File: config.mk
export PLATFORM = sky130hd
export DESIGN_NAME = bnms_cell
export DESIGN_NICKNAME = d
export VERILOG_FILES = /design/src/hw/rtl/bnms_pkg.sv /design/src/hw/rtl/bnms_cell.sv
export SDC_FILE = /design/constraint.sdc
export NUM_CORES = 1
export LEC_CHECK = 0
export ABC_AREA = 0
export BUFFER_PORTS_ARGS = -buffer_cell sky130_fd_sc_hd__buf_2
export CAP_MARGIN = 20
export CORE_AREA = 2 2 234 236
export DETAILED_ROUTE_END_ITERATION = 10
export DIE_AREA = 0 0 236 238
export PLACE_DENSITY = 0.36
export SYNTH_ARGS = -nofsm -noshare
export SYNTH_HDL_FRONTEND = slang
export SYNTH_SLANG_ARGS = --single-unit
File: constraint.sdc
create_clock -name clk -period 9.3 [get_ports clk]
set_input_delay 2.325 -clock clk [delete_from_list [all_inputs] [get_ports clk]]
set_output_delay 2.325 -clock clk [all_outputs]
set_load 0.03 [all_outputs]
File: src/hw/rtl/bnms_pkg.sv
// Shared types and constants for the box NMS suppressor.
// No dependencies.
package bnms_pkg;

  localparam int IDX_W     = 6;
  localparam int CNT_W     = 7;
  localparam int OVL_W     = 19;
  localparam int INTER_W   = 34;
  localparam int UNION_W   = 36;
  localparam logic [15:0] THR_RESET = 16'd29491;

  typedef struct packed {
    logic [15:0] center_x;
    logic [15:0] center_y;
    logic [15:0] box_width;
    logic [15:0] box_height;
    logic [15:0] objectness;
    logic [15:0] cls_score;
    logic        last_box;
  } in_req_t;

  typedef struct packed {
    logic [5:0]  box_index;
    logic        kept;
    logic [15:0] final_objectness;
    logic        last_result;
  } out_req_t;

  typedef struct packed {
    logic [IDX_W-1:0] idx;
    logic [15:0]      obj;
    logic [31:0]      score;
    logic [15:0]      cx;
    logic [15:0]      cy;
    logic [15:0]      w;
    logic [15:0]      h;
  } box_t;

  typedef struct packed {
    logic ins;
    logic shift;
    logic push;
  } cell_ctl_t;

  typedef struct packed {
    box_t box;
    logic valid;
    logic gt;
    logic after;
  } link_t;

endpackage

File: src/hw/rtl/bnms_cell.sv
// One cell of the box chain: holds one box, sorted insert and ring rotation.
// Depends on bnms_pkg.
module bnms_cell import bnms_pkg::*; (
  input  logic      clk,
  input  logic      rst,
  input  cell_ctl_t ctl,
  input  box_t      new_box,
  input  box_t      push_box,
  input  link_t     prev,
  input  box_t      next_box,
  input  logic      next_valid,
  output link_t     link
);

  box_t box, box_next;
  logic valid, valid_next;
  logic gt, after, take_push;

  assign gt        = !valid || (new_box.score > box.score);
  assign after     = ctl.shift ? next_valid : valid;
  assign take_push = ctl.push && !after && prev.after;

  always_comb begin
    box_next   = box;
    valid_next = valid;
    if (ctl.ins) begin
      if (gt) begin
        box_next   = prev.gt ? prev.box : new_box;
        valid_next = prev.gt ? prev.valid : 1'b1;
      end
    end else begin
      if (ctl.shift) begin
        box_next   = next_box;
        valid_next = next_valid;
      end
      if (take_push) begin
        box_next   = push_box;
        valid_next = 1'b1;
      end
    end
  end

  always_ff @(posedge clk) begin
    if (rst) begin
      valid <= 1'b0;
    end else begin
      valid <= valid_next;
    end
    box <= box_next;
  end

  assign link = '{box: box, valid: valid, gt: gt, after: after};

endmodule

==> run summary <==
initial core utilization: 15.2%
Crit Path Category: in -> out
worst-skew pair later-pin latency: 0.47 ns
Ports: 602
Final Hold Viols: 0
leading area contributor after synthesis: edfxtp_1
Avg WL per Cell: 17.6 um
min-delay src: valid
DR vias/cell: 4.01
grt total ovfl: 0
R2R Path Start: link[97]
worst-path maximum fanout: 4
crit-path cells: buf_2 -> ha_1 -> nand4_1 -> nor4_1 -> nand3_1 -> a22oi_2 -> inv_1 -> buf_2
asr flop ratio synth: 0%
Num CTS Buffers: 17
status: completed
Worst Path Arrival: 4.45 ns
Die X: 236 um
Worst Tran Pin Value: 1.19 ns
critical path's largest stage delay: 0.65 ns
Nets: 1861
final antenna-violating net count: 0
fin crit period: 6.77 ns
depth of the most critical reg-to-reg path: 9
most frequent cells in the layout: buf_2 (599), a21oi_1 (130), nor2b_1 (119), a211oi_1 (119)
initial antenna violation count: 4
total track usage: 12.7%
crit share post-route: 72.8%
# clock sinks: 119
clk slew on worst S/H paths: 0.06 ns
Design Area, Final: 0.0124 mm2
core area: 0.0535 mm2
DR vias: 8258
row count: 85
ys flop type: edfxtp_1
die area: 0.0562 mm2
Cell Pwr Density: 161 mW/mm2
dpl hpwl: 29.6 mm
Post-Place Cell Area: 0.0118 mm2
router iterations before antenna repair: 4
fill count: 5905
most common cell after layout, fill and taps aside: buf_2
CTS tree: built
# hold bufs at CTS: 0
slowest CP cell: nor4_1
first-pass GRT wire length: 51.9 mm
post-cts sizing count: 0
worst rel slew slack: 19.9%
Setup Total Neg Slack: 0 ns
DR iter-0 viols: 206
Lkg Pwr: 5.71 nW
R2R Setup Slk: 6.07 ns
post-synthesis area per instance: 10.3 um2
post-synthesis cell area: 0.00813 mm2
most frequent CP cell: buf_2
hold crit path type: reg -> reg
Area growth syn-to-layout: 52.6%
Yosys reg bits: 119
Yosys cell types: 32
Setup crit end kind: output port
RSZ-0062 raised after global routing: no
Hold Path Sink: valid
Root Buffer: clkbuf_16
fraction of layout cells with a size suffix above 1: 47.4%
Synth Warn #: 0
routability-driven placement congestion ratio: 0.804
Area contributors post-synth: edfxtp_1 (44%), mux2i_1 (15%), a211oi_1 (11%)
Die Y: 238 um
Startpoint Class: input pin
maximum clock path buffer count: 2
Gate Count Post-Synth: 787
Max Fclk: 148 MHz
H-tree depth: 4
Layout Skew: 0.0114 ns
Final Setup Violations: 0
Post-Synthesis Net Count: 1300
vias in the first global route: 8575
DR DRC count: 0
Fin Hold WS: 0.865 ns
max-slew violations: 0
hold depth: 3
I/O Buffers: 601
Post-CTS Setup Inserts: 0
largest net degree at the start of global routing: 121
maximum vdd ir drop: 0.000127 V
final wirelength: 36.1 mm
share of the synthesized area in the top cell type: 43.6%
RR Endpoint: link[24]
WP data required: 6.98 ns
Post-synth EDFFs: 118
MaxCap Viol Count: 0
register area share after synthesis: 43.8%
==> cells by family (layout without fill, tap and decap cells) <==
logic type	Yosys count	in the layout	synth area share, %
simple gates	150	150	11.1
buf+inv	103	676	5.15
fa+ha+maj	32	32	4.92
flops	119	119	43.8
compound gates	265	265	20.5
other cells	0	1	0
mux	118	118	14.5
==> synth_stat cells, types with 2 or more instances <==
library cell	number
nor2b_1	119
inv_1	34
nand2_1	11
mux2i_1	118
nand4_1	6
buf_4	3
o21ai_1	2
nor2_1	4
edfxtp_1	118
o21ai_0	3
a211oi_1	119
a21oi_1	131
clkbuf_1	45
buf_1	4
buf_2	17
a21o_1	2
nand3_1	5
ha_1	32
==> critical path, delay by kind of cell <==
kind | cells | cell delay (ns)
and+or+nand+nor | 3 | 1.07
buffers and inverters | 3 | 0.37
AOI/OAI and AO/OA | 1 | 0.35
adders and majority gates | 1 | 0.34
==> state kept, by name, summed over array words and instances, names as in the netlist <==
signal	count
valid	1
link	118
==> how the worst max path moves through the flow <==
stage	start	endpoint	slack (ns)	cells after the start
2_1_floorplan	new_box[94]	link[100]	2.20	7
3_3_place_gp	new_box[78]	link[1]	2.53	8
3_5_place_dp	new_box[78]	link[1]	2.51	8
4_1_cts	new_box[78]	link[1]	2.51	8
6_report	new_box[78]	link[1]	2.53	8
5_1_grt	new_box[78]	link[1]	2.32	8
==> power by group <==
part           internal (mW)  switching [mW]
clock network          0.414           0.258
logic                  0.216           0.394
registers              0.688          0.0238
total                   1.32           0.676
==> stage by stage <==
stage	std cells	setup WS (ns)	utilization (%)	power (mW)
5_1_grt	2056	2.32	23.2	2.11
4_1_cts	2056	2.51	23.2	2.04
3_5_place_dp	2025	2.51	22.1	1.35
2_1_floorplan	787	2.20	-	1.08
6_report	2057	2.53	23.2	1.99
3_3_place_gp	2025	2.53	22.1	1.35
==> layer usage <==
metal  vias to the layer above  track usage, %  part of all wire (%)
met5                         -               0                 0.066
met4                         4            4.34                   2.0
met3                        37            5.16                   8.2
met2                       349            22.7                    51
met1                      3764            13.6                    38
li1                       4104               -                     -
==> final cells by class <==
class,count,area [um2],area share (%)
Clock buffer,20,437,3.52
Tap cell,696,871,7.02
Inverter,34,128,1.03
Timing Repair Buffer,611,3110,25.1
Sequential cell,119,3560,28.7
Clock inverter,11,133,1.07
Antenna cell,1,2.50,0.0202
Multi-Input combinational cell,565,4170,33.6
(Power assumes the default switching activity.)
