--- src/hw/rtl/bnms_pkg.sv ---
// Shared types and constants for the box NMS suppressor.
// No dependencies.
package bnms_pkg;

  localparam int IDX_W     = 6;
  localparam int CNT_W     = 7;
  localparam int OVL_W     = 19;
  localparam int INTER_W   = 34;
  localparam int UNION_W   = 36;
  localparam logic [15:0] THR_RESET = 16'd29491;

  typedef struct packed {
    logic [15:0] center_x;
    logic [15:0] center_y;
    logic [15:0] box_width;
    logic [15:0] box_height;
    logic [15:0] objectness;
    logic [15:0] cls_score;
    logic        last_box;
  } in_req_t;

  typedef struct packed {
    logic [5:0]  box_index;
    logic        kept;
    logic [15:0] final_objectness;
    logic        last_result;
  } out_req_t;

  typedef struct packed {
    logic [IDX_W-1:0] idx;
    logic [15:0]      obj;
    logic [31:0]      score;
    logic [15:0]      cx;
    logic [15:0]      cy;
    logic [15:0]      w;
    logic [15:0]      h;
  } box_t;

  typedef struct packed {
    logic ins;
    logic shift;
    logic push;
  } cell_ctl_t;

  typedef struct packed {
    box_t box;
    logic valid;
    logic gt;
    logic after;
  } link_t;

endpackage

--- src/hw/rtl/bnms_iou_unit.sv ---
// Pipelined overlap test against the current suppressor box.
// Depends on bnms_pkg.
module bnms_iou_unit import bnms_pkg::*; (
  input  logic        clk,
  input  logic        rst,
  input  logic [15:0] thr,
  input  logic        sup_load,
  input  box_t        sup_box,
  input  logic        req_valid,
  input  logic        req_test,
  input  box_t        req_box,
  output logic        rsp_valid,
  output box_t        rsp_box,
  output logic        busy
);

  function automatic logic signed [OVL_W-1:0] ovl(input logic [15:0] c1, input logic [15:0] s1,
                                                  input logic [15:0] c2, input logic [15:0] s2);
    logic signed [OVL_W-1:0] l1, l2, r1, r2, lf, rt;
    l1 = $signed({2'b0, c1, 1'b0}) - $signed({3'b0, s1});
    l2 = $signed({2'b0, c2, 1'b0}) - $signed({3'b0, s2});
    r1 = $signed({2'b0, c1, 1'b0}) + $signed({3'b0, s1});
    r2 = $signed({2'b0, c2, 1'b0}) + $signed({3'b0, s2});
    lf = (l1 > l2) ? l1 : l2;
    rt = (r1 < r2) ? r1 : r2;
    return rt - lf;
  endfunction

  box_t sup;
  logic [31:0] area_a;

  logic v1, t1, v2, t2, v3, t3, v4, t4;
  box_t b1, b2, b3, b4, b4_res;
  logic signed [OVL_W-1:0] ow2, oh2;
  logic [INTER_W-1:0] inter3, inter4, inter_c;
  logic [31:0] area_b3;
  logic [UNION_W-1:0] union4;
  logic [51:0] lhs, rhs;
  logic hit;

  assign inter_c = (ow2 > 19'sd0 && oh2 > 19'sd0)
                 ? {17'b0, ow2[16:0]} * {17'b0, oh2[16:0]} : '0;
  assign lhs = {2'b0, inter4, 16'b0};
  assign rhs = {36'b0, thr} * {16'b0, union4};
  assign hit = t4 && (lhs > rhs);

  always_comb begin
    b4_res = b4;
    if (hit) begin
      b4_res.obj = '0;
    end
  end

  always_ff @(posedge clk) begin
    if (rst) begin
      v1 <= 1'b0;
      v2 <= 1'b0;
      v3 <= 1'b0;
      v4 <= 1'b0;
      rsp_valid <= 1'b0;
    end else begin
      v1 <= req_valid;
      v2 <= v1;
      v3 <= v2;
      v4 <= v3;
      rsp_valid <= v4;
    end
    if (sup_load) begin
      sup <= sup_box;
    end
    area_a <= {16'b0, sup.w} * {16'b0, sup.h};
    t1 <= req_test;
    b1 <= req_box;
    t2 <= t1;
    b2 <= b1;
    ow2 <= ovl(sup.cx, sup.w, b1.cx, b1.w);
    oh2 <= ovl(sup.cy, sup.h, b1.cy, b1.h);
    t3 <= t2;
    b3 <= b2;
    inter3 <= inter_c;
    area_b3 <= {16'b0, b2.w} * {16'b0, b2.h};
    t4 <= t3;
    b4 <= b3;
    inter4 <= inter3;
    union4 <= {2'b0, area_a, 2'b0} + {2'b0, area_b3, 2'b0} - {2'b0, inter3};
    rsp_box <= b4_res;
  end

  assign busy = v1 || v2 || v3 || v4 || rsp_valid;

endmodule

--- config.mk ---
export PLATFORM = sky130hd
export DESIGN_NAME = bnms_iou_unit
export DESIGN_NICKNAME = d
export VERILOG_FILES = /design/src/hw/rtl/bnms_pkg.sv /design/src/hw/rtl/bnms_iou_unit.sv
export SDC_FILE = /design/constraint.sdc
export NUM_CORES = 2
export LEC_CHECK = 0
export ABC_AREA = 1
export BUFFER_PORTS_ARGS = -buffer_cell sky130_fd_sc_hd__buf_2
export CAP_MARGIN = 20
export CORE_ASPECT_RATIO = 1.5
export CORE_UTILIZATION = 45
export DETAILED_ROUTE_END_ITERATION = 12
export HOLD_SLACK_MARGIN = 0.1
export PLACE_DENSITY = 0.71
export SETUP_SLACK_MARGIN = 0.05
export SLEW_MARGIN = 20
export SYNTH_ARGS = -nofsm -noshare
export SYNTH_HDL_FRONTEND = slang
export SYNTH_SLANG_ARGS = --single-unit
--- constraint.sdc ---
create_clock -name clk -period 9.8 [get_ports clk]
set_clock_uncertainty 0.05 [all_clocks]
set_input_delay 1.47 -clock clk [delete_from_list [all_inputs] [get_ports clk]]
set_output_delay 1.47 -clock clk [all_outputs]
set_load 0.05 [all_outputs]
==> summary.txt <==
GLOBAL ROUTE
--------------------------------------------------------------------------------------
Grt met1 use ............................................................        25.3%
Pin count of the biggest net entering global routing ....................           65
Met3 Track Usage GR .....................................................        3.26%
Global-route usage over all layers ......................................        25.3%
Wire length of the first global-routing pass ............................    343000 um
Met2 Track Usage GR .....................................................        48.2%
Congestion Overflow GR ..................................................            0
Via count of the first global-routing pass ..............................        65.4k
Antenna violations before repair ........................................           14
Busiest grt layer .......................................................         met2

PLACEMENT
--------------------------------------------------------------------------------------
Gp weighted congestion ..................................................         1.02
Final HPWL from detailed placement ......................................    181000 um
Buffers added on ports ..................................................          322

DETAILED ROUTING
--------------------------------------------------------------------------------------
Number of DRC markers after the initial detailed-route iteration ........         3086
Count of antenna-violating nets left after detailed routing .............            0
Detailed-route vias per instance ........................................         5.05
Via count ...............................................................        59.9k
Total wire length after detailed routing ................................    217000 um
Remaining routing DRC violations ........................................            6
Count of TritonRoute iterations in the first routing pass ...............           12
Average detailed-routed wire length per instance ........................      18.3 um

CLOCK NETWORK
--------------------------------------------------------------------------------------
Maximum clock path buffer count .........................................            3
Clock tree from TritonCTS ...............................................          yes
Worst-Skew Late Latency .................................................      0.76 ns
Hold bufs inserted after CTS ............................................            0
Number of CTS-inserted buffers ..........................................           82
Max H-tree Level ........................................................            3
Gates resized, CTS repair ...............................................            0
Clock slew at the register clock pins of the worst setup and hold paths .      0.09 ns
Setup fix buffers added after clock tree synthesis ......................            0
Number of clock sinks seen by CTS .......................................          868
Clock Tree Root ......................................................... sky130_fd_sc_hd__clkbuf_16

SYNTH
--------------------------------------------------------------------------------------
Simple-gate area share of the yosys netlist .............................        14.3%
Cell types occupying the most area after synthesis ...................... sky130_fd_sc_hd__fa_1 29%, sky130_fd_sc_hd__dfxtp_1 21%, sky130_fd_sc_hd__ha_1 12%
Post-synthesis compound-gate area fraction ..............................        6.10%
Most common flop cell mapped by yosys ................................... sky130_fd_sc_hd__dfxtp_1
Cell accounting for the most synthesized area ........................... sky130_fd_sc_hd__fa_1
Mapped Area .............................................................    78300 um2
Sequential element share of the synthesized area ........................        23.0%
Synthesized-area fraction occupied by xor and xnor cells ................        2.94%
Number of synthesized register bits .....................................          868
Proportion of synthesized flip-flops having asynchronous set or reset ...           0%
Number of standard cells after synthesis ................................         9404
Largest family of logic cells by synthesized area .......................  adder cells
Synth Area in Adders ....................................................        40.6%
Mux share of post-synthesis cell area ...................................           0%
Netlist cell types ......................................................           52
Post-synth EDFFs ........................................................           64
Post-synthesis average cell area ........................................     8.32 um2
Area share of the largest cell type after synthesis .....................        28.9%
Post-synth net total ....................................................        11.5k
Synth warn ..............................................................            0

WORST SETUP PATH
--------------------------------------------------------------------------------------
Kind of cell adding the most delay to the critical path .................  adder cells
Class of the most critical setup path ................................... primary input to flip-flop
Critical path data required time ........................................     10.40 ns
Buf+Inv Stages, Crit Path ...............................................            9
Cell with the biggest individual delay on the critical path ............. sky130_fd_sc_hd__fa_1
Slowest cell delay on critical path .....................................      0.58 ns
Startpoint class of the critical path ................................... primary input
Kind of capture point of the worst setup path ...........................    flip-flop
Data arrival, critical path .............................................      9.27 ns
Most repeated library cell on the critical path ......................... sky130_fd_sc_hd__nand2_1
Max Fanout on Critical Path .............................................           29

FLOW RUN
--------------------------------------------------------------------------------------
Max_cap viols ...........................................................            0

DIE
--------------------------------------------------------------------------------------
Die Area ................................................................   176000 um2
Overall die height ......................................................       513 um
Top-Level Pins ..........................................................          377
Effective utilization at floorplan ......................................        45.3%
Row count ...............................................................          187
Die W ...................................................................       343 um
Floorplan Core Area .....................................................   173000 um2

OUTCOME
--------------------------------------------------------------------------------------
Violations in the final reports ......................................... design-rule violations
Result of the run ....................................................... complete, but fails checks

STA
--------------------------------------------------------------------------------------
Number of max-slew violations in the final report .......................            0
Transition at the pin with the smallest max-transition slack ............      1.22 ns
Crit share post-route ...................................................        88.5%
Time the final worst path needs with I/O delays and setup ...............      8.68 ns
RSZ-0062 raised after global routing ....................................        false
Setup TNS ...............................................................         0 ns
Max transition margin ...................................................        18.5%
Count of final setup violators ..........................................            0
Max Fclk ................................................................      115 MHz
Final hold violation count ..............................................            0

FINISH
--------------------------------------------------------------------------------------
Final net count .........................................................        11.6k
Register cell area after layout .........................................    18000 um2
Area added between synthesis and finish .................................        8.33%
Ratio of cells with drive above 1 in the final layout ...................        5.86%
Footprint of the multi-input gates ......................................    50000 um2
Number of fill cells in the layout ......................................        16.4k

WORST HOLD PATH
--------------------------------------------------------------------------------------
Type of the worst min-delay path ........................................ flip-flop to flip-flop

-- worst paths after layout --
| kind | start | endpoint | slack, ns | depth (start not counted) |
|---|---|---|---|---|
| worst max-delay path | thr[4] | rsp_box[101]$_SDFF_PP0_ | 1.12 | 40 |
| worst min register to register | b4[11]$_DFF_P_ | rsp_box[11]$_DFF_P_ | 0.22 | 0 |
| worst max register to register | union4[21]$_DFF_P_ | rsp_box[101]$_SDFF_PP0_ | 1.49 | 39 |
| worst min-delay path | b4[11]$_DFF_P_ | rsp_box[11]$_DFF_P_ | 0.22 | 0 |
-- cell usage in the layout, fill, tap and decap left out, drive strengths merged, types with 13 or more instances in the layout --
| master | count |
|---|---|
| buf | 405 |
| inv | 2344 |
| fa | 1128 |
| o31ai | 13 |
| nand3 | 173 |
| o21bai | 28 |
| a31oi | 31 |
| nand4 | 37 |
| clkbuf | 103 |
| nor2 | 336 |
| xor2 | 202 |
| o21ai | 283 |
| edfxtp | 64 |
| a21oi | 403 |
| o211ai | 18 |
| o21a | 15 |
| nand2 | 2191 |
| clkinv | 28 |
| a21o | 30 |
| nor4 | 29 |
| nor3 | 56 |
| ha | 733 |
| xnor2 | 61 |
| dfxtp | 804 |
-- sequential cells by signal, indices dropped and copies added, names as in the netlist, 33 cells and up --
name,count
b1,118
b2,118
b3,118
b4,118
rsp_box,118
sup,64
union4,36
inter3,34
inter4,33
-- synth_stat cells (all sizes together) (2+ instances only) --
cell     count
a221oi       6
nand3      173
and2         2
o211ai      18
buf         45
xnor2       61
fa        1128
a31oi       31
or2          5
edfxtp      64
ha         733
nor4        29
nand4       37
nor3b        2
clkinv       2
inv       2333
clkbuf     330
o211a        2
nor2       336
o2111ai      5
a21boi      11
a21o        30
o21a        15
xor2       202
o31ai       13
o21ai      283
nor3        56
a21oi      403
dfxtp      804
a211oi       7
o21bai      28
nand2     2191
nand3b       6
o311ai       7
-- metrics by stage --
stage | util, % | cells | instance area [um2] | setup WS [ns] | hold WS [ns]
after detailed placement | 47.4 | 11702 | 81900 | 0.381 | 0.262
after floorplan | - | 9404 | 78300 | 1.48 | 0.260
final | 49.0 | 11861 | 84800 | 1.12 | 0.220
after global placement | 47.4 | 11702 | 81900 | 0.352 | 0.260
after global routing | 49.0 | 11861 | 84800 | 0.531 | 0.232
after CTS | 49.0 | 11855 | 84800 | 1.08 | 0.197
-- routing by layer --
metal	share of wire [%]	routed length [um]
met5	0.0087	19
met4	7.1	15400
met3	4.7	10300
met2	54	116000
met1	35	75200
-- final cells by class --
type | count | share of cell area (%)
multi-input combinational | 5826 | 59.0
clock buffer | 103 | 2.57
sequential | 868 | 21.3
inverter | 2335 | 10.3
clock inverter | 50 | 0.806
tap | 2268 | 3.35
antenna | 6 | 0.0177
timing repair buffer | 405 | 2.65
-- kinds of logic after synthesis --
kind of cell	Yosys count
AOI/OAI and AO/OA	863
buffers and inverters	2710
adders and majority gates	1861
DFF	868
and+or+nand+nor	2839
xor gates and xnor gates	263
Power is not shown: default switching activity piles up to over one toggle a cycle in this logic, so the estimate is an artifact.
